## config.mk

```make
export PLATFORM = sky130hd
export DESIGN_NAME = kpsf_datapath
export DESIGN_NICKNAME = d
export VERILOG_FILES = /design/src/rtl/core/kpsf_pkg.sv /design/src/rtl/core/kpsf_div.sv /design/src/rtl/core/kpsf_datapath.sv
export SDC_FILE = /design/constraint.sdc
export NUM_CORES = 2
export LEC_CHECK = 0
export ABC_AREA = 0
export BUFFER_PORTS_ARGS = -buffer_cell sky130_fd_sc_hd__buf_4
export CAP_MARGIN = 20
export CORE_MARGIN = 4
export CORE_UTILIZATION = 55
export DETAILED_ROUTE_END_ITERATION = 8
export GPL_TIMING_DRIVEN = 1
export MAX_ROUTING_LAYER = met4
export PLACE_DENSITY = 0.72
export SLEW_MARGIN = 0
export SYNTH_ARGS = -nofsm -noshare
export SYNTH_HDL_FRONTEND = slang
export SYNTH_SLANG_ARGS = --single-unit
```

## constraint.sdc

```tcl
create_clock -name clk -period 13.65 [get_ports clk]
set_input_delay 0 -clock clk [delete_from_list [all_inputs] [get_ports clk]]
set_output_delay 0 -clock clk [all_outputs]
set_load 0.05 [all_outputs]
```

## src/rtl/core/kpsf_pkg.sv

```systemverilog
// shared types, constants and helpers for the position and speed filter
package kpsf_pkg;

  localparam int FRAC_BITS    = 16;
  localparam int PREDICT_GAIN = 10;
  localparam int QW           = 32;
  localparam int CW           = 31;

  localparam logic signed [QW-1:0] Q_ONE = QW'(64'sd1 <<< FRAC_BITS);
  localparam logic [CW-1:0] Q_POS_RST    = CW'(64'd1 << (FRAC_BITS - 1));
  localparam logic [CW-1:0] Q_SPD_RST    = CW'(64'd1 << (FRAC_BITS + 1));
  localparam logic signed [QW-1:0] S_MAX = 32'sh7fffffff;
  localparam logic signed [QW-1:0] S_MIN = 32'sh80000000;

  localparam logic [1:0] OP_PREDICT = 2'd0;
  localparam logic [1:0] OP_UPD_POS = 2'd1;
  localparam logic [1:0] OP_UPD_SPD = 2'd2;
  localparam logic [1:0] OP_NOP     = 2'd3;

  localparam logic CFG_Q_POS = 1'b0;
  localparam logic CFG_Q_SPD = 1'b1;

  // datapath register file addresses
  typedef enum logic [3:0] {
    R_POS, R_SPD, R_PP, R_PS, R_SP, R_SS,
    R_A, R_B, R_C, R_D, R_E, R_F, R_G, R_H
  } reg_t;

  typedef enum logic [2:0] {
    U_MUL, U_ADD, U_SUB, U_DIV, U_MOV, U_DBL, U_GAIN, U_NONE
  } uop_t;

  typedef enum logic [2:0] {
    S_REG, S_VAL, S_DT, S_RN, S_ONE, S_QPOS, S_QSPD
  } src_t;

  typedef struct packed {
    logic  go;
    uop_t  uop;
    src_t  sa;
    reg_t  ra;
    src_t  sb;
    reg_t  rb;
    reg_t  rd;
    logic  latch;
    logic  sat_clr;
    logic  s_test;
  } cmd_t;

  typedef struct packed {
    logic busy;
    logic s_zero;
  } stat_t;

  function automatic logic signed [QW-1:0] sat64(input logic signed [65:0] x);
    if (x > 66'sh7fffffff) sat64 = S_MAX;
    else if (x < -66'sh80000000) sat64 = S_MIN;
    else sat64 = x[QW-1:0];
  endfunction

  function automatic logic clip64(input logic signed [65:0] x);
    clip64 = (x > 66'sh7fffffff) || (x < -66'sh80000000);
  endfunction

endpackage

```

## src/rtl/core/kpsf_div.sv

```systemverilog
// restoring divider: signed quotient (num << FRAC_BITS) / den, truncated
module kpsf_div (
  input  logic                              clk,
  input  logic                              rst_n,
  input  logic                              start,
  input  logic signed [kpsf_pkg::QW-1:0]    num,
  input  logic signed [kpsf_pkg::QW-1:0]    den,
  output logic                              done,
  output logic signed [65:0]                quo
);
  localparam int NW = kpsf_pkg::QW + kpsf_pkg::FRAC_BITS;

  logic [NW-1:0] q_r, q_nxt;
  logic [kpsf_pkg::QW:0] rem_r, rem_nxt;
  logic [kpsf_pkg::QW-1:0] d_r, d_nxt;
  logic neg_r, neg_nxt;
  logic [5:0] cnt_r, cnt_nxt;
  logic run_r, run_nxt;
  logic [kpsf_pkg::QW:0] trial;
  logic [kpsf_pkg::QW-1:0] na, da;

  always_comb begin
    na = num[kpsf_pkg::QW-1] ? kpsf_pkg::QW'(-num) : kpsf_pkg::QW'(num);
    da = den[kpsf_pkg::QW-1] ? kpsf_pkg::QW'(-den) : kpsf_pkg::QW'(den);
    trial = {rem_r[kpsf_pkg::QW-1:0], q_r[NW-1]} - {1'b0, d_r};
    q_nxt = q_r; rem_nxt = rem_r; d_nxt = d_r; neg_nxt = neg_r;
    cnt_nxt = cnt_r; run_nxt = run_r; done = 1'b0;
    if (start) begin
      q_nxt = {na, {kpsf_pkg::FRAC_BITS{1'b0}}};
      rem_nxt = '0; d_nxt = da;
      neg_nxt = num[kpsf_pkg::QW-1] ^ den[kpsf_pkg::QW-1];
      cnt_nxt = 6'(NW); run_nxt = 1'b1;
    end else if (run_r) begin
      if (!trial[kpsf_pkg::QW]) begin
        rem_nxt = trial; q_nxt = {q_r[NW-2:0], 1'b1};
      end else begin
        rem_nxt = {rem_r[kpsf_pkg::QW-1:0], q_r[NW-1]};
        q_nxt = {q_r[NW-2:0], 1'b0};
      end
      cnt_nxt = cnt_r - 6'd1;
      if (cnt_r == 6'd1) run_nxt = 1'b0;
    end else if (cnt_r == 6'd0) begin
      done = 1'b0;
    end
    done = run_r && (cnt_r == 6'd1);
  end

  always_comb begin
    if (neg_r) quo = -$signed({2'b00, q_nxt[NW-1:0]});
    else quo = $signed({2'b00, q_nxt[NW-1:0]});
  end

  always_ff @(posedge clk) begin
    if (!rst_n) begin
      run_r <= 1'b0;
      cnt_r <= '0;
    end else begin
      run_r <= run_nxt;
      cnt_r <= cnt_nxt;
    end
    q_r <= q_nxt; rem_r <= rem_nxt; d_r <= d_nxt; neg_r <= neg_nxt;
  end
endmodule

```

## src/rtl/core/kpsf_datapath.sv

```systemverilog
// register file, multiplier, adder and divider of the filter
module kpsf_datapath (
  input  logic                            clk,
  input  logic                            rst_n,
  input  kpsf_pkg::cmd_t                  cmd,
  input  logic signed [kpsf_pkg::QW-1:0]  val,
  input  logic [kpsf_pkg::QW-1:0]         dt,
  input  logic [kpsf_pkg::QW-1:0]         rn,
  input  logic [kpsf_pkg::CW-1:0]         q_pos,
  input  logic [kpsf_pkg::CW-1:0]         q_spd,
  output kpsf_pkg::stat_t                 stat,
  output logic signed [kpsf_pkg::QW-1:0]  o_pos,
  output logic signed [kpsf_pkg::QW-1:0]  o_spd,
  output logic signed [kpsf_pkg::QW-1:0]  o_pp,
  output logic signed [kpsf_pkg::QW-1:0]  o_ss,
  output logic                            o_clip
);
  logic signed [kpsf_pkg::QW-1:0] rf_r [14];
  logic signed [kpsf_pkg::QW:0] a, b;
  logic signed [65:0] prod, res;
  logic signed [65:0] dq;
  logic clip_r, clip_nxt, wr, ddone, dbusy_r, szero_r;
  logic dstart, dzero;
  kpsf_pkg::reg_t drd_r;

  function automatic logic signed [kpsf_pkg::QW:0] pick(
      input kpsf_pkg::src_t s, input logic signed [kpsf_pkg::QW-1:0] r,
      input logic signed [kpsf_pkg::QW-1:0] v, input logic [kpsf_pkg::QW-1:0] t,
      input logic [kpsf_pkg::QW-1:0] n, input logic [kpsf_pkg::CW-1:0] qp,
      input logic [kpsf_pkg::CW-1:0] qs);
    case (s)
      kpsf_pkg::S_REG:  pick = {r[kpsf_pkg::QW-1], r};
      kpsf_pkg::S_VAL:  pick = {v[kpsf_pkg::QW-1], v};
      kpsf_pkg::S_DT:   pick = {1'b0, t};
      kpsf_pkg::S_RN:   pick = {1'b0, n};
      kpsf_pkg::S_ONE:  pick = {1'b0, kpsf_pkg::Q_ONE};
      kpsf_pkg::S_QPOS: pick = {2'b00, qp};
      kpsf_pkg::S_QSPD: pick = {2'b00, qs};
      default:          pick = '0;
    endcase
  endfunction

  kpsf_div u_div (
    .clk(clk), .rst_n(rst_n),
    .start(dstart),
    .num(rf_r[cmd.ra]), .den(rf_r[cmd.rb]), .done(ddone), .quo(dq)
  );

  always_comb begin
    dzero = cmd.go && cmd.uop == kpsf_pkg::U_DIV && rf_r[cmd.rb] == '0;
    dstart = cmd.go && cmd.uop == kpsf_pkg::U_DIV && !dzero;
    a = pick(cmd.sa, rf_r[cmd.ra], val, dt, rn, q_pos, q_spd);
    b = pick(cmd.sb, rf_r[cmd.rb], val, dt, rn, q_pos, q_spd);
    prod = 66'(a * b);
    wr = cmd.go;
    case (cmd.uop)
      kpsf_pkg::U_MUL:  res = prod >>> kpsf_pkg::FRAC_BITS;
      kpsf_pkg::U_ADD:  res = 66'(a) + 66'(b);
      kpsf_pkg::U_SUB:  res = 66'(a) - 66'(b);
      kpsf_pkg::U_MOV:  res = 66'(a);
      kpsf_pkg::U_DBL:  res = 66'(a) + 66'(a);
      kpsf_pkg::U_GAIN: res = 66'(a) * 66'(kpsf_pkg::PREDICT_GAIN);
      default: begin res = '0; wr = 1'b0; end
    endcase
    if (cmd.uop == kpsf_pkg::U_DIV) wr = 1'b0;
    clip_nxt = clip_r;
    if (cmd.sat_clr) clip_nxt = 1'b0;
    else if (wr && kpsf_pkg::clip64(res)) clip_nxt = 1'b1;
    else if (dzero) clip_nxt = 1'b1;
    else if (ddone && kpsf_pkg::clip64(dq)) clip_nxt = 1'b1;
    if (cmd.s_test && szero_r) clip_nxt = 1'b1;
    stat.busy = dbusy_r && !ddone;
    stat.s_zero = szero_r;
  end

  always_ff @(posedge clk) begin
    if (!rst_n) begin
      rf_r[kpsf_pkg::R_POS] <= '0;
      rf_r[kpsf_pkg::R_SPD] <= '0;
      rf_r[kpsf_pkg::R_PP] <= kpsf_pkg::Q_ONE;
      rf_r[kpsf_pkg::R_PS] <= '0;
      rf_r[kpsf_pkg::R_SP] <= '0;
      rf_r[kpsf_pkg::R_SS] <= kpsf_pkg::Q_ONE;
      clip_r <= 1'b0;
      dbusy_r <= 1'b0;
      szero_r <= 1'b0;
    end else begin
      clip_r <= clip_nxt;
      if (wr) rf_r[cmd.rd] <= kpsf_pkg::sat64(res);
      if (cmd.go && cmd.uop == kpsf_pkg::U_DIV) begin
        dbusy_r <= dstart;
        drd_r <= cmd.rd;
        if (dzero) rf_r[cmd.rd] <= '0;
      end else if (ddone) begin
        dbusy_r <= 1'b0;
        rf_r[drd_r] <= kpsf_pkg::sat64(dq);
      end
      if (cmd.latch) szero_r <= rf_r[cmd.ra] == '0;
    end
  end

  assign o_pos  = rf_r[kpsf_pkg::R_POS];
  assign o_spd  = rf_r[kpsf_pkg::R_SPD];
  assign o_pp   = rf_r[kpsf_pkg::R_PP];
  assign o_ss   = rf_r[kpsf_pkg::R_SS];
  assign o_clip = clip_r;
endmodule

```

# ---- After elaboration in Yosys (flattened, before gate mapping)
# Memory sizes are Yosys's and may differ from the RTL's.
# Cells that the tools add are included.
# W data, S select, Z words.
dict set report totals {
  register_bits 127
  ramBits 448
  in_bits 185
  out_inout_bits 131
  word_cells 126
  n_memories 1
}
# memory depth width read_ports rd_ports_with_merged_regs write_ports line_no
set memory_table {}
lappend memory_table {rf_r 14 32 6 0 6 kpsf_datapath.sv:18} ;# logic signed [kpsf_pkg::QW-1:0] rf_r [14];
dict set report classes {
  addsub 8
  multipliers 2
  magnitude_cmp 4
  n_eq_ne 19
  n_mux 52
  bitwise 3
  reduce_logical 25
}
# operator count
set op_table {}
lappend op_table {{$pmux W33 S7} 2}
lappend op_table {{$mux W32} 14}
lappend op_table {{$pmux W66 S6} 1}
lappend op_table {{$gt A66 B32 Y1 const B} 2}
lappend op_table {{$lt A66 B32 Y1 const B} 2}
lappend op_table {{$mux W48} 2}
lappend op_table {{$add A33 B33 Y34} 2}
lappend op_table {{$mul A33 B33 Y66} 1}
lappend op_table {{$mux W66} 1}
lappend op_table {{$neg A48 Y66} 1}
lappend op_table {{$logic_not A32 Y1} 2}
lappend op_table {{$neg A32 Y32} 2}
lappend op_table {{$reduce_or A32 Y1} 2}
lappend op_table {{$mul A33 B4 Y37 const B} 1}
lappend op_table {{$sub A33 B33 Y34} 1}
lappend op_table {{$sub A33 B32 Y33} 1}
lappend op_table {{$mux W31} 1}
lappend op_table {{$eq A3 B3 Y1 const B} 9}
lappend op_table {{$mux W1} 27}
lappend op_table {{$eq A3 B2 Y1 const B} 6}
lappend op_table {{$mux W6} 2}
lappend op_table {{$eq A3 B1 Y1 const B} 3}
lappend op_table {{$logic_not A3 Y1} 3}
lappend op_table {{$logic_and A1 B1 Y1} 8}
lappend op_table {{other kinds (13)} 17}

# ---- Depth between registers and ports, before layout
dict set report logic_depth {
  ltp_word 16
  mapped_depth 51
  mapped_depth_nobuf 42
}

# ---- By module
# A second synthesis with hierarchy kept.
dict set report unflattened {
  cells_unflattened 9391
  area_unflattened_um2 89101.7
}
# mod instances cells_each area_per_inst_um2 seq_area_each_um2
set by_module_without_submodules {}
lappend by_module_without_submodules {kpsf_datapath 1 8294 80014.2 15554.9}
lappend by_module_without_submodules {kpsf_div 1 1097 9087.5 2732.6}

# ---- Least setup slack after synthesis
# No wires, ideal clock.
dict set report synth_path {
  path_kind {input to register}
  startpoint {input port cmd[14] (netlist name)}
  endpoint {memory rf_r[13][11] (netlist name), data pin}
  setup_ps 278
  t_arrival_ps 11450
  required_ps 13372
  slack_ps 1922
  path_stages 44
  n_path_buf 9
  path_cell_list {buf_2 -> buf_6 -> buf_4 -> buf_4 -> buf_4 -> buf_2 -> mux4_2 -> a221o_1 -> a221oi_1 -> clkinv_1 -> clkbuf_1 -> nand2_1 -> fa_1 -> fa_1 -> inv_1 -> fa_1 -> inv_1 -> fa_1 -> [8 not listed] -> a21o_1 -> a21o_1 -> a21oi_1 -> o21ai_0 -> nor2b_1 -> o31ai_1 -> a2111oi_4 -> o21ai_1 -> nand2_1 -> xor2_1 -> a211o_1 -> nor4b_1 -> and4b_1 -> a31oi_1 -> buf_2 -> nor2_1 -> buf_2 -> a22oi_1}
}
# element line_no
set synth_rtl {}
lappend synth_rtl {{start: declaration} kpsf_datapath.sv:5} ;# input kpsf_pkg::cmd_t cmd,
lappend synth_rtl {{end: declaration} kpsf_datapath.sv:18}

==> run_results.csv <==
group,metric,value,unit
critical_path,setup.worst_path.start_class,"register",
route,route.final.wire_length,395.0,mm
clock_tree,tritoncts.num_buffers,66,
sta,finalClockSkew,75.76,ps
critical_path,reg2reg_slack,100,ps
yosys,netlist.area_leader.share,26.47,%
hold_path,holdCritPathClass,"in -> reg",
critical_path,crit-reg2reg-capture,"o_clip",
critical_path,crit_slowest_cell,"a221oi_2",
floorplan,cell_row_count,145,
critical_path,required,14190,ps
sta,maxSlewHeadroom,8.990,%
route,drtIter0Drc,12225,
clock_tree,cts.root.buffer_cell,"clkbuf_16",
clock_tree,clk_pin_slew_worst_paths,70,ps
grt,grt_pass1_wl,561.9,mm
critical_path,slowest_delay,970,ps
critical_path,rr_worst_depth,44,
yosys,postSynthCellCount,9043,
route,detailedRoute.firstPassIterationCount,7,
yosys,ys_seq_area_share,21.06,%
critical_path,crit_path_end,"o_clip",
clock_tree,clk-insertion-delay-late,700,ps
sta,timing.final.max_slew_violations,0,
sta,fmax,73.81,MHz
clock_tree,cts.sink_count,639,
route,remaining_drc_errors,0,
route,vias_per_cell,6.885,
yosys,mappedNetlistNets,10755,
critical_path,path_max_fanout,30,
critical_path,reg2reg_from,"rf_r[2][6]",
critical_path,setup.worst_path.class,"reg -> reg",
yosys,syn_area_per_cell,9.602,um2
sta,timing_worst_slew_pin_value,1365,ps
yosys,yosys-top-cells-area,"fa_1, edfxtp_1, mux4_2",
yosys,ys_ff_latch,639,
floorplan,io-pin-count,316,
sta,fin_hold_ws,191.4,ps
sta,final-setup-viol-count,0,
grt,grt_start_max_net_pins,69,
clock_tree,cts_tree,"done",
floorplan,dieWidth,405.3,um
floorplan,design.die.area,0.1643,mm2
grt,global_route.usage.total,49.35,%
place,place.gp.congestion,1.091,
critical_path,worst_path_most_repeated_cell,"fa_1",
yosys,ys_async_sr_fraction,0,%
grt,grt_antenna_before_repair,34,
clock_tree,cts_buffer_depth,3,
route,vias,78674,
floorplan,initial_utilization,55.46,%
yosys,synthesis.area,0.08683,mm2
route,detail-route-antenna-nets,0,
clock_tree,htree_levels,3,
yosys,yosys.area.top_type,"fa_1",
layout,num-nets-final,10993,
sta,finalHoldViolCount,0,
critical_path,endpoint_kind,"register",
yosys,yosys_most_used_dff,"edfxtp_1",
route,route.detailed.wl_per_inst,34.57,um
place,number_of_i_o_port_buffers,315,
grt,globalRouteOverflowTotal,0,
place,dp.final_hpwl,310.0,mm
hold_path,holdPathStages,2,
yosys,synthDistinctLibCells,109,
sta,finalCritPeriodShare,99.26,%
yosys,yosys_warnings,0,
critical_path,critical_path.startpoint,"rf_r[2][6]",
job,maxCapViolCount,0,
grt,first_global_vias,78012,
yosys,post_synth_edffs,549,
sta,grt_setup_unrepaired,"no",
run_status,outcome,"completed",
sta,final.min_clock_period,13550,ps
layout,area_delta_synth_final,10.97,%
sta,setup_total_negative_slack,0,ps
layout,post_route_cells_drive_above_1_share,14.70,%
floorplan,core_region_area,0.1566,mm2
critical_path,arrival,14090,ps
floorplan,floorplan.die.height,405.3,um
-- cells in the mapped netlist, drive strengths merged (16+ instances only) --
cell type	number
inv	1395
fa	1148
nand2	959
nor2	839
edfxtp	549
clkbuf	427
a21oi	381
ha	379
a22oi	358
mux4	255
o21ai	247
buf	167
o221ai	141
xnor2	127
mux2i	118
a21o	102
nand3	101
a221oi	100
dfxtp	90
nor3	77
nor2b	69
xor2	69
a2bb2oi	66
a211oi	61
o22ai	61
o211ai	46
and2	45
mux2	40
or2	40
a22o	39
or3	38
nand2b	37
a31oi	35
nand4	33
nor4	33
o21bai	32
and3	30
o31ai	30
a221o	27
clkinv	20
o21a	20
a2111oi	18
or4	16
-- placed cells by master (no fill, tap or decap), types with 33 or more instances in the layout --
cell	n
inv_1	1392
fa_1	1148
nand2_1	937
nor2_1	815
buf_4	701
edfxtp_1	549
ha_1	379
a21oi_1	365
a22oi_1	357
mux4_2	255
o21ai_0	204
o221ai_1	141
xnor2_1	127
mux2i_1	117
a21o_1	102
nand3_1	96
dfxtp_1	89
a221oi_1	78
xor2_1	69
clkbuf_16	66
a2bb2oi_1	65
nor3_1	62
nor2b_1	61
a211oi_1	57
o22ai_1	52
and2_1	45
o211ai_1	45
mux2_2	40
a22o_1	39
or3_1	38
or2_2	37
nand2b_1	37
diode_2	35
buf_12	34
clkinv_1	33
-- worst min path at each step --
stage           start  endpoint  slack (ps)
3_5_place_dp   cmd[1]    o_clip         270
4_1_cts        cmd[5]  drd_r[2]         150
3_3_place_gp   cmd[6]  drd_r[3]         270
2_1_floorplan  cmd[3]  drd_r[0]         100
6_report       cmd[5]  drd_r[2]         190
5_1_grt        cmd[5]  drd_r[2]         180
-- worst max-delay path: cells and delay by family, from the launching register on --
kind,cells,cell delay [ps]
fa+ha+maj,9,4010
compound gates,14,3920
buf+inv,14,2850
simple gates,6,1290
flops,1,610
mux,1,600
-- logic make-up after synthesis --
group | Yosys count | synth area share [%]
AND/OR/NAND/NOR | 2362 | 12.00
flip-flops | 639 | 21.06
multiplexers | 413 | 8.497
AO/OA/AOI/OAI | 1897 | 15.48
XOR/XNOR | 196 | 1.977
adder cells (fa/ha/maj) | 1527 | 31.93
buffers and inverters | 2009 | 9.056
-- area by class of cell --
cell class	instances	area [um2]
Inverter	1415	5325
Clock inverter	43	576.8
Sequential cell	639	18290
Antenna cell	35	87.58
Timing Repair Buffer	764	6310
Fill cell	13199	60210
Multi-Input combinational cell	6395	61500
Clock buffer	78	1697
Tap cell	2058	2575
-- state kept, by name, summed over array words and instances (netlist names) --
| name | cells |
|---|---|
| rf_r | 512 |
| u_div.q_r | 48 |
| u_div.d_r | 32 |
| u_div.rem_r | 32 |
| u_div.cnt_r | 6 |
| drd_r | 4 |
| dbusy_r | 1 |
| o_clip | 1 |
| szero_r | 1 |
| u_div.neg_r | 1 |
| u_div.run_r | 1 |
-- what timing repair did --
item / in CTS / in global routing
endpoints found under the hold margin: 17 / 0
setup endpoints to repair: 0 / 462
hold buffers: 11 / 0
buffers inserted: 0 / 2
gates resized for setup: 0 / 8
-- routing by layer --
metal	track usage [%]	wire length (um)
met3	21.01	65700
met5	-	0
met1	62.03	139600
met2	65.82	158000
met4	29.69	31660
-- metrics by stage --
stage | util (%) | area, um2 | instances | worst slack [ps]
6_report | 61.54 | 96360 | 11427 | 100.8
5_1_grt | 61.53 | 96340 | 11419 | 29.06
4_1_cts | 61.40 | 96140 | 11380 | 257.4
3_5_place_dp | 59.88 | 93750 | 11248 | 310.7
3_3_place_gp | 59.78 | 93600 | 11239 | 418.7
2_1_floorplan | - | 86830 | 9043 | 1922
Power is left out: the tool's default activity adds up to more than one toggle a clock period on the data nets, which glitch-free logic cannot reach.
