**src/rtl/core/kpsf_pkg.sv**
```systemverilog
// shared types, constants and helpers for the position and speed filter
package kpsf_pkg;

  localparam int FRAC_BITS    = 16;
  localparam int PREDICT_GAIN = 10;
  localparam int QW           = 32;
  localparam int CW           = 31;

  localparam logic signed [QW-1:0] Q_ONE = QW'(64'sd1 <<< FRAC_BITS);
  localparam logic [CW-1:0] Q_POS_RST    = CW'(64'd1 << (FRAC_BITS - 1));
  localparam logic [CW-1:0] Q_SPD_RST    = CW'(64'd1 << (FRAC_BITS + 1));
  localparam logic signed [QW-1:0] S_MAX = 32'sh7fffffff;
  localparam logic signed [QW-1:0] S_MIN = 32'sh80000000;

  localparam logic [1:0] OP_PREDICT = 2'd0;
  localparam logic [1:0] OP_UPD_POS = 2'd1;
  localparam logic [1:0] OP_UPD_SPD = 2'd2;
  localparam logic [1:0] OP_NOP     = 2'd3;

  localparam logic CFG_Q_POS = 1'b0;
  localparam logic CFG_Q_SPD = 1'b1;

  // datapath register file addresses
  typedef enum logic [3:0] {
    R_POS, R_SPD, R_PP, R_PS, R_SP, R_SS,
    R_A, R_B, R_C, R_D, R_E, R_F, R_G, R_H
  } reg_t;

  typedef enum logic [2:0] {
    U_MUL, U_ADD, U_SUB, U_DIV, U_MOV, U_DBL, U_GAIN, U_NONE
  } uop_t;

  typedef enum logic [2:0] {
    S_REG, S_VAL, S_DT, S_RN, S_ONE, S_QPOS, S_QSPD
  } src_t;

  typedef struct packed {
    logic  go;
    uop_t  uop;
    src_t  sa;
    reg_t  ra;
    src_t  sb;
    reg_t  rb;
    reg_t  rd;
    logic  latch;
    logic  sat_clr;
    logic  s_test;
  } cmd_t;

  typedef struct packed {
    logic busy;
    logic s_zero;
  } stat_t;

  function automatic logic signed [QW-1:0] sat64(input logic signed [65:0] x);
    if (x > 66'sh7fffffff) sat64 = S_MAX;
    else if (x < -66'sh80000000) sat64 = S_MIN;
    else sat64 = x[QW-1:0];
  endfunction

  function automatic logic clip64(input logic signed [65:0] x);
    clip64 = (x > 66'sh7fffffff) || (x < -66'sh80000000);
  endfunction

endpackage

```
**src/rtl/core/kpsf_ctrl.sv**
```systemverilog
// sequencer that steps the datapath through one operation
module kpsf_ctrl (
  input  logic               clk,
  input  logic               rst_n,
  input  logic               start,
  input  logic [1:0]         op,
  input  kpsf_pkg::stat_t    stat,
  output kpsf_pkg::cmd_t     cmd,
  output logic               idle,
  output logic               finish
);
  typedef enum logic [3:0] {
    ST_IDLE = 4'b0001, ST_RUN = 4'b0010, ST_WAIT = 4'b0100, ST_DONE = 4'b1000
  } state_t;

  state_t st_r, st_nxt;
  logic [4:0] pc_r, pc_nxt;
  logic [1:0] op_r, op_nxt;
  logic last, isdiv;

  function automatic kpsf_pkg::cmd_t mk(input kpsf_pkg::uop_t u,
      input kpsf_pkg::src_t sa, input kpsf_pkg::reg_t ra,
      input kpsf_pkg::src_t sb, input kpsf_pkg::reg_t rb,
      input kpsf_pkg::reg_t rd);
    mk = '{go: 1'b1, uop: u, sa: sa, ra: ra, sb: sb, rb: rb, rd: rd,
           latch: 1'b0, sat_clr: 1'b0, s_test: 1'b0};
  endfunction

  // micro program; A..H are scratch
  always_comb begin
    cmd = '0; cmd.uop = kpsf_pkg::U_NONE; last = 1'b0;
    case (op_r)
      kpsf_pkg::OP_PREDICT: begin
        case (pc_r)
          5'd0: cmd = mk(kpsf_pkg::U_GAIN, kpsf_pkg::S_DT, kpsf_pkg::R_A,
                         kpsf_pkg::S_DT, kpsf_pkg::R_A, kpsf_pkg::R_A);
          5'd1: cmd = mk(kpsf_pkg::U_MUL, kpsf_pkg::S_REG, kpsf_pkg::R_A,
                         kpsf_pkg::S_REG, kpsf_pkg::R_PS, kpsf_pkg::R_B);
          5'd2: cmd = mk(kpsf_pkg::U_DBL, kpsf_pkg::S_REG, kpsf_pkg::R_B,
                         kpsf_pkg::S_REG, kpsf_pkg::R_B, kpsf_pkg::R_B);
          5'd3: cmd = mk(kpsf_pkg::U_MUL, kpsf_pkg::S_REG, kpsf_pkg::R_A,
                         kpsf_pkg::S_REG, kpsf_pkg::R_A, kpsf_pkg::R_C);
          5'd4: cmd = mk(kpsf_pkg::U_MUL, kpsf_pkg::S_REG, kpsf_pkg::R_C,
                         kpsf_pkg::S_REG, kpsf_pkg::R_SS, kpsf_pkg::R_C);
          5'd5: cmd = mk(kpsf_pkg::U_MUL, kpsf_pkg::S_REG, kpsf_pkg::R_A,
                         kpsf_pkg::S_REG, kpsf_pkg::R_SS, kpsf_pkg::R_D);
          5'd6: cmd = mk(kpsf_pkg::U_MUL, kpsf_pkg::S_DT, kpsf_pkg::R_A,
                         kpsf_pkg::S_VAL, kpsf_pkg::R_A, kpsf_pkg::R_E);
          5'd7: cmd = mk(kpsf_pkg::U_ADD, kpsf_pkg::S_REG, kpsf_pkg::R_POS,
                         kpsf_pkg::S_REG, kpsf_pkg::R_E, kpsf_pkg::R_POS);
          5'd8: cmd = mk(kpsf_pkg::U_ADD, kpsf_pkg::S_REG, kpsf_pkg::R_PP,
                         kpsf_pkg::S_REG, kpsf_pkg::R_B, kpsf_pkg::R_PP);
          5'd9: cmd = mk(kpsf_pkg::U_ADD, kpsf_pkg::S_REG, kpsf_pkg::R_PP,
                         kpsf_pkg::S_REG, kpsf_pkg::R_C, kpsf_pkg::R_PP);
          5'd10: cmd = mk(kpsf_pkg::U_ADD, kpsf_pkg::S_REG, kpsf_pkg::R_PP,
                          kpsf_pkg::S_QPOS, kpsf_pkg::R_A, kpsf_pkg::R_PP);
          5'd11: cmd = mk(kpsf_pkg::U_ADD, kpsf_pkg::S_REG, kpsf_pkg::R_PS,
                          kpsf_pkg::S_REG, kpsf_pkg::R_D, kpsf_pkg::R_PS);
          5'd12: cmd = mk(kpsf_pkg::U_ADD, kpsf_pkg::S_REG, kpsf_pkg::R_SP,
                          kpsf_pkg::S_REG, kpsf_pkg::R_D, kpsf_pkg::R_SP);
          5'd13: begin
            cmd = mk(kpsf_pkg::U_ADD, kpsf_pkg::S_REG, kpsf_pkg::R_SS,
                     kpsf_pkg::S_QSPD, kpsf_pkg::R_A, kpsf_pkg::R_SS);
            last = 1'b1;
          end
          default: last = 1'b1;
        endcase
      end
      kpsf_pkg::OP_UPD_POS, kpsf_pkg::OP_UPD_SPD: begin
        logic pm;
        kpsf_pkg::reg_t est, cv, k0n, k1n;
        pm = (op_r == kpsf_pkg::OP_UPD_POS);
        est = pm ? kpsf_pkg::R_POS : kpsf_pkg::R_SPD;
        cv = pm ? kpsf_pkg::R_PP : kpsf_pkg::R_SS;
        k0n = pm ? kpsf_pkg::R_PP : kpsf_pkg::R_PS;
        k1n = pm ? kpsf_pkg::R_SP : kpsf_pkg::R_SS;
        case (pc_r)
          5'd0: cmd = mk(kpsf_pkg::U_SUB, kpsf_pkg::S_VAL, kpsf_pkg::R_A,
                         kpsf_pkg::S_REG, est, kpsf_pkg::R_A);
          5'd1: cmd = mk(kpsf_pkg::U_ADD, kpsf_pkg::S_REG, cv,
                         kpsf_pkg::S_RN, kpsf_pkg::R_A, kpsf_pkg::R_B);
          5'd2: begin
            cmd = '0; cmd.uop = kpsf_pkg::U_NONE;
            cmd.ra = kpsf_pkg::R_B; cmd.latch = 1'b1;
          end
          5'd3: cmd = mk(kpsf_pkg::U_DIV, kpsf_pkg::S_REG, k0n,
                         kpsf_pkg::S_REG, kpsf_pkg::R_B, kpsf_pkg::R_C);
          5'd4: cmd = mk(kpsf_pkg::U_DIV, kpsf_pkg::S_REG, k1n,
                         kpsf_pkg::S_REG, kpsf_pkg::R_B, kpsf_pkg::R_D);
          5'd5: cmd = mk(kpsf_pkg::U_MUL, kpsf_pkg::S_REG, kpsf_pkg::R_C,
                         kpsf_pkg::S_REG, kpsf_pkg::R_A, kpsf_pkg::R_E);
          5'd6: cmd = mk(kpsf_pkg::U_ADD, kpsf_pkg::S_REG, kpsf_pkg::R_POS,
                         kpsf_pkg::S_REG, kpsf_pkg::R_E, kpsf_pkg::R_POS);
          5'd7: cmd = mk(kpsf_pkg::U_MUL, kpsf_pkg::S_REG, kpsf_pkg::R_D,
                         kpsf_pkg::S_REG, kpsf_pkg::R_A, kpsf_pkg::R_E);
          5'd8: cmd = mk(kpsf_pkg::U_ADD, kpsf_pkg::S_REG, kpsf_pkg::R_SPD,
                         kpsf_pkg::S_REG, kpsf_pkg::R_E, kpsf_pkg::R_SPD);
          // F,G,H hold new pp, ps, sp; then ss in place
          5'd9: begin
            if (pm) begin
              cmd = mk(kpsf_pkg::U_SUB, kpsf_pkg::S_ONE, kpsf_pkg::R_A,
                       kpsf_pkg::S_REG, kpsf_pkg::R_C, kpsf_pkg::R_E);
              cmd.s_test = 1'b1;
            end else
              cmd = mk(kpsf_pkg::U_MUL, kpsf_pkg::S_REG, kpsf_pkg::R_C,
                       kpsf_pkg::S_REG, kpsf_pkg::R_PS, kpsf_pkg::R_F);
          end
          5'd10: begin
            if (pm) begin
              if (stat.s_zero) cmd = mk(kpsf_pkg::U_MOV, kpsf_pkg::S_REG,
                kpsf_pkg::R_PP, kpsf_pkg::S_REG, kpsf_pkg::R_A, kpsf_pkg::R_F);
              else cmd = mk(kpsf_pkg::U_MUL, kpsf_pkg::S_REG, kpsf_pkg::R_E,
                kpsf_pkg::S_REG, kpsf_pkg::R_PP, kpsf_pkg::R_F);
            end else
              cmd = mk(kpsf_pkg::U_SUB, kpsf_pkg::S_REG, kpsf_pkg::R_PP,
                       kpsf_pkg::S_REG, kpsf_pkg::R_F, kpsf_pkg::R_F);
          end
          5'd11: begin
            if (pm) begin
              if (stat.s_zero) cmd = mk(kpsf_pkg::U_MOV, kpsf_pkg::S_REG,
                kpsf_pkg::R_PS, kpsf_pkg::S_REG, kpsf_pkg::R_A, kpsf_pkg::R_G);
              else cmd = mk(kpsf_pkg::U_MUL, kpsf_pkg::S_REG, kpsf_pkg::R_E,
                kpsf_pkg::S_REG, kpsf_pkg::R_PS, kpsf_pkg::R_G);
            end else
              cmd = mk(kpsf_pkg::U_MUL, kpsf_pkg::S_REG, kpsf_pkg::R_C,
                       kpsf_pkg::S_REG, kpsf_pkg::R_SS, kpsf_pkg::R_G);
          end
          5'd12: begin
            if (pm) cmd = mk(kpsf_pkg::U_MOV, kpsf_pkg::S_REG, kpsf_pkg::R_PS,
                kpsf_pkg::S_REG, kpsf_pkg::R_A, kpsf_pkg::R_G);
            else cmd = mk(kpsf_pkg::U_SUB, kpsf_pkg::S_REG, kpsf_pkg::R_PS,
                kpsf_pkg::S_REG, kpsf_pkg::R_G, kpsf_pkg::R_G);
            if (pm) cmd.go = 1'b0;
          end
          5'd13: cmd = mk(kpsf_pkg::U_MUL, kpsf_pkg::S_REG, kpsf_pkg::R_D,
                          kpsf_pkg::S_REG, pm ? kpsf_pkg::R_PP : kpsf_pkg::R_PS,
                          kpsf_pkg::R_H);
          5'd14: cmd = mk(kpsf_pkg::U_SUB, kpsf_pkg::S_REG, kpsf_pkg::R_SP,
                          kpsf_pkg::S_REG, kpsf_pkg::R_H, kpsf_pkg::R_H);
          5'd15: cmd = mk(kpsf_pkg::U_MUL, kpsf_pkg::S_REG, kpsf_pkg::R_D,
                          kpsf_pkg::S_REG, pm ? kpsf_pkg::R_PS : kpsf_pkg::R_SS,
                          kpsf_pkg::R_E);
          5'd16: cmd = mk(kpsf_pkg::U_SUB, kpsf_pkg::S_REG, kpsf_pkg::R_SS,
                          kpsf_pkg::S_REG, kpsf_pkg::R_E, kpsf_pkg::R_SS);
          5'd17: cmd = mk(kpsf_pkg::U_MOV, kpsf_pkg::S_REG, kpsf_pkg::R_F,
                          kpsf_pkg::S_REG, kpsf_pkg::R_A, kpsf_pkg::R_PP);
          5'd18: cmd = mk(kpsf_pkg::U_MOV, kpsf_pkg::S_REG, kpsf_pkg::R_G,
                          kpsf_pkg::S_REG, kpsf_pkg::R_A, kpsf_pkg::R_PS);
          5'd19: begin
            cmd = mk(kpsf_pkg::U_MOV, kpsf_pkg::S_REG, kpsf_pkg::R_H,
                     kpsf_pkg::S_REG, kpsf_pkg::R_A, kpsf_pkg::R_SP);
            last = 1'b1;
          end
          default: last = 1'b1;
        endcase
      end
      default: last = 1'b1;
    endcase
    if (st_r != ST_RUN) begin
      cmd = '0; cmd.uop = kpsf_pkg::U_NONE; last = 1'b0;
    end
    if (st_r == ST_IDLE && start) cmd.sat_clr = 1'b1;
  end

  assign isdiv = cmd.go && cmd.uop == kpsf_pkg::U_DIV;

  always_comb begin
    st_nxt = st_r; pc_nxt = pc_r; op_nxt = op_r;
    case (st_r)
      ST_IDLE: if (start) begin
        st_nxt = ST_RUN; pc_nxt = '0; op_nxt = op;
      end
      ST_RUN: begin
        pc_nxt = pc_r + 5'd1;
        if (last) st_nxt = ST_DONE;
        else if (isdiv) st_nxt = ST_WAIT;
      end
      ST_WAIT: if (!stat.busy) st_nxt = ST_RUN;
      ST_DONE: st_nxt = ST_IDLE;
      default: st_nxt = ST_IDLE;
    endcase
  end

  assign idle = (st_r == ST_IDLE);
  assign finish = (st_r == ST_DONE);

  always_ff @(posedge clk) begin
    if (!rst_n) begin
      st_r <= ST_IDLE;
      pc_r <= '0;
      op_r <= kpsf_pkg::OP_PREDICT;
    end else begin
      st_r <= st_nxt;
      pc_r <= pc_nxt;
      op_r <= op_nxt;
    end
  end
endmodule

```
**config.mk**
```make
export PLATFORM = sky130hd
export DESIGN_NAME = kpsf_ctrl
export DESIGN_NICKNAME = d
export VERILOG_FILES = /design/src/rtl/core/kpsf_pkg.sv /design/src/rtl/core/kpsf_ctrl.sv
export SDC_FILE = /design/constraint.sdc
export NUM_CORES = 1
export LEC_CHECK = 0
export BUFFER_PORTS_ARGS = -buffer_cell sky130_fd_sc_hd__buf_2
export CAP_MARGIN = 15
export CELL_PAD_IN_SITES_DETAIL_PLACEMENT = 0
export CELL_PAD_IN_SITES_GLOBAL_PLACEMENT = 1
export CORE_MARGIN = 5
export CORE_UTILIZATION = 31
export CTS_CLUSTER_DIAMETER = 100
export DETAILED_ROUTE_END_ITERATION = 8
export PLACE_DENSITY = 0.76
export SLEW_MARGIN = 10
export SYNTH_ARGS = -nofsm -noshare
export SYNTH_HDL_FRONTEND = slang
export SYNTH_SLANG_ARGS = --single-unit
```
**constraint.sdc**
```tcl
create_clock -name clk -period 4.2 [get_ports clk]
set_input_delay 0.42 -clock clk [delete_from_list [all_inputs] [get_ports clk]]
set_output_delay 0.42 -clock clk [all_outputs]
set_load 0.1 [all_outputs]
```
# --- Word-level counts from Yosys, hierarchy flattened ---
# Index checks and enable logic that the tools add are counted.
classes:
  mux: 28
  eq_ne: 30
  reduce_logical: 11
  add_sub_neg: 1
op_table:
  columns: ["cell", "n"]
  rows:
  - ["$pmux W25 S20", 1]
  - ["$pmux W25 S14", 1]
  - ["$mux W25", 3]
  - ["$mux W24", 3]
  - ["$pmux W25 S2", 1]
  - ["$eq A5 B4 Y1 const B", 8]
  - ["$mux W23", 1]
  - ["$eq A5 B3 Y1 const B", 4]
  - ["$eq A5 B5 Y1 const B", 4]
  - ["$reduce_or A19 Y1", 1]
  - ["$mux W4", 4]
  - ["$reduce_or A13 Y1", 1]
  - ["$pmux W4 S3", 1]
  - ["$eq A5 B2 Y1 const B", 2]
  - ["$pmux W5 S2", 1]
  - ["$mux W1", 8]
  - ["$mux W3", 2]
  - ["$add A5 B1 Y5 const B", 1]
  - ["$eq A5 B1 Y1 const B", 1]
  - ["$logic_not A5 Y1", 1]
  - ["$mux W5", 1]
  - ["$eq A4 B1 Y1 const B", 1]
  - ["$eq A4 B2 Y1 const B", 1]
  - ["$eq A4 B3 Y1 const B", 1]
  - ["14 further kinds", 17]
totals:
  register_bits: 11
  in_bits: 7

# --- Longest topological paths before layout ---
# Gate-level depths: netlist of run 1.
depth:
  word_depth: 10
  ltp_mapped: 15
  ltp_nobuf: 10

# --- Worst setup path before layout of run 1 ---
# OpenSTA, ideal clock, no wires.
synth_timing:
  path_kind: "register -> output"
  start: "register pc_r[0]"
  end: "output cmd[20] (netlist bit)"
  t_arrival_ns: 4.924
  setup_slack_ns: -1.144
  n_path_buf: 4
  path_stages_with_launch: 15
  path_cell_list: "dfxtp_1 ha_1 buf_2 buf_1 inv_1 nor2_1 ha_1 inv_1 o211ai_2 or4_4 and2_4 nand2_1 buf_4 nor3_1 buf_4"
synth_lines:
  columns: ["element", "line", "text"]
  rows:
  - ["start, declared", "kpsf_ctrl.sv:17", "logic [4:0] pc_r, pc_nxt;"]
  - ["start signal, assigned", "kpsf_ctrl.sv:194", "pc_r <= pc_nxt;"]
  - ["end, declared", "kpsf_ctrl.sv:8", "output kpsf_pkg::cmd_t cmd,"]

==> out/metrics.cfg, run 1 <==
[critical_path]
crit_fanout=15
crit_type=reg2out
rrSetupSlack_ns=1.25
cp-start-kind=flip-flop
regToRegEndpoint=st_r[2]
reg2reg_from=pc_r[3]
crit_arrival_ns=3.46
startpoint=pc_r[0]
end_kind=output pin
worstSetupEndpoint=cmd[17]
crit_required_ns=3.78
ff2ff_path_depth=7

[logic_synthesis]
ys_seq_area_share_pct=9.94
yosys.area_share.simple_pct=32.6
synth_top_family_by_area=compound AO/OA/AOI/OAI gates
synth.avg_cell_area_um2=6.46
synth_seq_cells=11
synth_fp_nets=358
synth_area_um2=2220
synth_flop_cell=dfxtp_1
synth-edff-count=0
synth_top_cell_area_share_pct=10.8
synthAdderAreaFrac_pct=4.52
ys_types=74
synth.area.top_cells=a21oi_1 11%, dfxtp_1 9.9%, nor2_1 7.3%
yosysWarnings=0
synth-compound-area-share_pct=39.7
yosysMostFrequentCell=a21oi_1
synthCells=343
async_flop_share_pct=0
synthTopCellsByCount=48 x a21oi_1, 43 x nor2_1, 33 x nand2_1
yosys.area.top_type=a21oi_1
synth_xor_xnor_area_share_pct=1.58
synth.area.mux_share_pct=0.508

[power]
power_frac_clock_pct=20.6
peakVddDrop_v=0.000186
power_switching_mw=0.261
swShare_pct=50.1
p_per_area_nw_per_um2=194
leakage_nw=1.02
p_seq_share_pct=23.1
p_comb_share_pct=56.2
internal_power_mw=0.260

[cts]
path_clk_slew_ns=0.05
postCtsSetupBuffers=0
cts_tree=yes
cts-buffers-inserted=3
cts.sinks=11
clockRootBuffer=clkbuf_8
clockBufferDepth=2
worstSkewPairLatency_ns=0.24
htree_levels=1

[hold_path]
hp-class=in2reg

[timing]
fin_crit_sh_pct=92.3
worstMarginPinSlew_ns=0.909
relSlewSlack_pct=39.3
slew_viol_final=0
max_freq_mhz=258
period_minus_slack_ns=3.88
fin_skew_ns=0.00143
setup_ws_ns=0.322
grt_setup_unrepaired=false
hold_violations=0
finalSetupViolCount=0

[floorplanning]
start_util_pct=32.3
dieHeight_um=94.5
die_area_um2=8940
core_region_area_um2=6870
core.rowCount=30
fp.dieW_um=94.5
ios=34

[global_route]
grt_pass1_wl_mm=13.4
grt_overflow=0
grt_pass1_vias=2619
grt_max_degree=27
grt.total_usage_pct=18.8
antenna_found_initial=0

[placement]
dp_hpwl_mm=6.15
portBuffers=33
post-place-ws_ns=0.486
globalplace.congestion=0.981
placedCellCount=458

[drt]
routed_wl_mm=8.21
drc=0
wire_per_inst_um=17.8
ant_nets=0
vias_per_cell=5.94
num_vias=2743
drtPass1Iterations=5
drt_iter0_markers=285

[layout]
n_fill_cell=752
nNetsFinal=382
drive_gt1_share_pct=21.0
diodes=0
stdcell_count=462
area_growth_syn_to_layout_pct=21.1

[status]
status=complete, no violations

[run]
drv_cap=0

==> layer usage <==
layer	routed length, um	share of wire [%]	vias up	track usage (%)
li1	-	-	1303	-
met1	3700	45	1276	26.4
met2	3650	44	149	29.1
met3	678	8.3	15	3.11
met4	182	2.2	0	5.77
met5	0	0	-	0
==> through the flow <==
step                total power [mW]  utilization [%]  instance area (um^2)  TNS [ns]  hold slack [ns]
finish                         0.520             39.1                  2680         0            0.404
global route                   0.552             39.1                  2680         0            0.403
CTS                            0.523             39.0                  2680         0            0.396
detailed placement             0.412             38.4                  2640         0            0.501
global placement               0.413             38.4                  2640         0            0.499
floorplan                      0.356                -                  2230    -0.352            0.453
==> kinds of logic after synthesis <==
group | Yosys count
mux | 1
flops | 11
compound gates | 134
xor+xnor | 4
buf+inv | 46
fa+ha+maj | 8
simple gates | 139
==> power groups by stage <==
stage	registers [mW]	clock network, mW	logic, mW
2_1_floorplan	0.120	0	0.236
3_3_place_gp	0.122	0	0.291
3_5_place_dp	0.122	0	0.290
4_1_cts	0.120	0.112	0.291
5_1_grt	0.122	0.115	0.315
6_report	0.120	0.107	0.293
==> how the worst min path moves through the flow <==
stage | from | end | slack, ns | cells after the start
final | rst_n | st_r[0] | 0.40 | 2
after global placement | op_r[1] | op_r[1] | 0.50 | 2
after floorplan | op_r[1] | op_r[1] | 0.45 | 2
after CTS | rst_n | st_r[0] | 0.40 | 2
after global routing | rst_n | st_r[0] | 0.40 | 2
after detailed placement | op_r[1] | op_r[1] | 0.50 | 2
==> layout by cell type (no fill, tap or decap), types with 2 or more instances in the layout <==
cell	count
dfxtp_1	11
a31oi_1	3
buf_12	12
clkinv_1	2
nand3_1	8
o22a_1	2
a211oi_1	5
nand3b_1	5
o32ai_1	4
a211oi_2	2
nor3_1	10
nand2_1	33
xor2_1	2
a21oi_1	48
nor3_2	2
a21o_1	4
nor2_2	2
nor2b_1	5
o211ai_1	3
nand2b_1	9
ha_1	7
buf_2	21
inv_1	11
or3b_1	2
nand4_1	2
clkbuf_8	3
o21bai_1	4
buf_4	18
o22ai_1	11
o21ai_0	23
o21a_1	4
xnor2_1	2
nor4_1	2
o31ai_1	2
nor2_1	43
==> state kept, by name (all words and copies together), names as in the netlist <==
| signal | count |
|---|---|
| pc_r | 5 |
| st_r | 4 |
| op_r | 2 |
==> layout make-up <==
cell class              count  area, um^2  share of cell area [%]
multi-input cells         286        1770                    65.8
repair buffers             51         480                    17.9
flip-flops and latches     11         220                    8.21
well taps                  96         120                    4.48
inverters                  14        52.6                    1.96
clock buffers               4        45.0                    1.68
==> repair_timing <==
| action | in CTS | in global routing |
|---|---|---|
| gates resized for setup | 0 | 1 |
| endpoints found under the setup margin | 0 | 1 |
| hold buffers | 0 | 0 |
==> worst max-delay path: stages (launching register included) <==
cell and delay, ns:
dfxtp_1 0.41, inv_1 0.10, ha_1 0.45, buf_4 0.30, o21ai_1 0.17, o32ai_1 0.16, or4_4 0.60, and2_4 0.20
nand2_1 0.35, o32ai_1 0.24, buf_12 0.22
No activity file was read; power rests on OpenSTA's default activity.
==> inputs of run 2 (changes only) <==
--- a/config.mk
+++ b/config.mk
@@ -10,10 +10,10 @@
 export CELL_PAD_IN_SITES_DETAIL_PLACEMENT = 0
 export CELL_PAD_IN_SITES_GLOBAL_PLACEMENT = 1
 export CORE_MARGIN = 5
-export CORE_UTILIZATION = 31
+export CORE_UTILIZATION = 40
 export CTS_CLUSTER_DIAMETER = 100
 export DETAILED_ROUTE_END_ITERATION = 8
-export PLACE_DENSITY = 0.76
+export PLACE_DENSITY = 0.91
 export SLEW_MARGIN = 10
 export SYNTH_ARGS = -nofsm -noshare
 export SYNTH_HDL_FRONTEND = slang
==> out/metrics.cfg, run 2 (synthesis gave the netlist of run 1 again) <==
[critical_path]
crit_arrival_ns=3.45  ; about the same
end_kind=output pin
crit_required_ns=3.78  ; about the same
critical-path-max-stage-delay_ns=0.68  ; +0.08 ns
crit_type=reg2out
cp_slowest_cell=ha_1
cp_cell_sequence=inv_1 -> ha_1 -> nor3_1 -> a21oi_1 -> o21a_1 -> nand2_1 -> a211oi_2 -> buf_2
crit_fanout=20  ; +5
cp-start-kind=flip-flop

[layout]
area_growth_syn_to_layout_pct=17.9
largest_reg_flops=5  ; unchanged
mostFrequentLayoutCells=48 x a21oi_1, 43 x nor2_1, 33 x nand2_1, 23 x o21ai_0, 21 x buf_2
final_common_cell=a21oi_1
top_register=pc_r
multi_input_area_um2=1760  ; -0.14%
nNetsFinal=375  ; -1.8%
diodes=0  ; unchanged
n_fill_cell=530  ; -30%
regArea_um2=220  ; unchanged
biggestRegsByFlops=pc_r x5, st_r x4, op_r x2
drive_gt1_share_pct=19.5  ; -1.5 points

[cts]
clockBufferDepth=2  ; unchanged
path_clk_slew_ns=0.05  ; about the same
cts_tree=yes
postCtsHoldBufs=0  ; unchanged
postCtsSetupBuffers=0  ; unchanged
worstSkewPairLatency_ns=0.23  ; about the same
cts.repair.resized=0  ; unchanged
cts.sinks=11  ; unchanged
htree_levels=1  ; unchanged
clockRootBuffer=clkbuf_8
cts-buffers-inserted=3  ; unchanged

[power]
p_seq_share_pct=23.4  ; +0.3 points
leakage_nw=0.992  ; -2.9%
internal_power_mw=0.255  ; -1.6%
power_switching_mw=0.257  ; -1.7%
p_comb_share_pct=56.4  ; +0.2 points
swShare_pct=50.1  ; about the same
power_frac_clock_pct=20.1  ; -0.5 points
total_power_mw=0.512  ; -1.6%
peakVddDrop_v=0.000177  ; -5.1%
p_per_area_nw_per_um2=196  ; +1.1%

[timing]
holdWs_ns=0.411  ; +0.00677 ns
worstMarginPinSlew_ns=0.812  ; -0.0966 ns
period_minus_slack_ns=3.87  ; -0.00839 ns
fin_skew_ns=0.00165  ; +0.000216 ns
slew_viol_final=0  ; unchanged
max_freq_mhz=258  ; +0.22%
hold_violations=0  ; unchanged
fin_crit_sh_pct=92.1  ; -0.20 points
relSlewSlack_pct=45.9  ; +6.5 points
setup_ws_ns=0.330  ; +0.00840 ns
fin_tns_setup_ns=0  ; unchanged
grt_setup_unrepaired=false
finalSetupViolCount=0  ; unchanged

[floorplanning]
dieHeight_um=84.4  ; -11%
core_region_area_um2=5440  ; -21%
ios=34  ; unchanged
fp.dieW_um=84.4  ; -11%
start_util_pct=40.7  ; +8.5 points
core.rowCount=27  ; -10%
die_area_um2=7130  ; -20%

[drt]
wire_per_inst_um=17.6  ; -1.1%
drtPass1Iterations=6  ; +1
ant_nets=0  ; unchanged
vias_per_cell=6.32  ; +6.4%
drc=0  ; unchanged
drt_iter0_markers=415  ; +46%
num_vias=2723  ; -0.73%
routed_wl_mm=7.58  ; -7.7%

[placement]
dp_hpwl_mm=5.67  ; -7.9%
portBuffers=33  ; unchanged
globalplace.congestion=1.03  ; +5.1%
post-place-ws_ns=0.668  ; +0.182 ns

[global_route]
grt_overflow=0  ; unchanged
grt_max_degree=52  ; +93%
grt_pass1_vias=2482  ; -5.2%
grt.total_usage_pct=21.2  ; +2.4 points
antenna_found_initial=0  ; unchanged
grt_pass1_wl_mm=12.6  ; -6.3%

[hold_path]
hp-class=in2reg

[run]
drv_cap=0  ; unchanged

[status]
status=complete, no violations

## run 2: metal layers
metal / routed length, um / global-route usage [%]
met1: 3370 / 30.0
met2: 3290 / 32.9
met3: 712 / 3.43
met4: 208 / 6.19
met5: 0 / 0
## run 2: worst paths after layout
path | slack (ns) | start | depth (start not counted) | endpoint
setup / recovery | 0.33 | pc_r[1] | 8 | cmd[19]
hold / removal | 0.41 | rst_n | 2 | st_r[0]
setup reg to reg | 1.24 | pc_r[0] | 9 | st_r[2]
hold reg to reg | 0.49 | op_r[1] | 2 | op_r[1]
## run 2: power by group through the flow
stage                     Clock [mW]  Combinational [mW]  Sequential [mW]
after floorplan                    0               0.236            0.120
after global placement             0               0.284            0.122
after detailed placement           0               0.284            0.122
after CTS                      0.106               0.286            0.120
after global routing           0.112               0.308            0.121
final                          0.103               0.289            0.120
## run 2: cell type report
type,instances,area share (%)
multi-input combinational,286,67.5
timing repair buffer,44,16.9
sequential,11,8.43
tap,72,3.45
inverter,14,2.01
clock buffer,3,1.58
clock inverter,1,0.192
## run 2: worst max-delay path: cells and delay by family, from the launching register on
kind / cells / cell delay [ns]
AO/OA/AOI/OAI: 3 / 1.04
adder cells (fa/ha/maj): 1 / 0.68
buffers and inverters: 2 / 0.56
flip-flops: 1 / 0.35
AND/OR/NAND/NOR: 2 / 0.59
## run 2: metrics by stage
stage,area (um^2),util [%],cells
floorplan,2230,-,343
global placement,2570,47.2,427
detailed placement,2570,47.2,427
CTS,2610,48.0,431
global route,2610,48.0,431
finish,2610,48.0,431
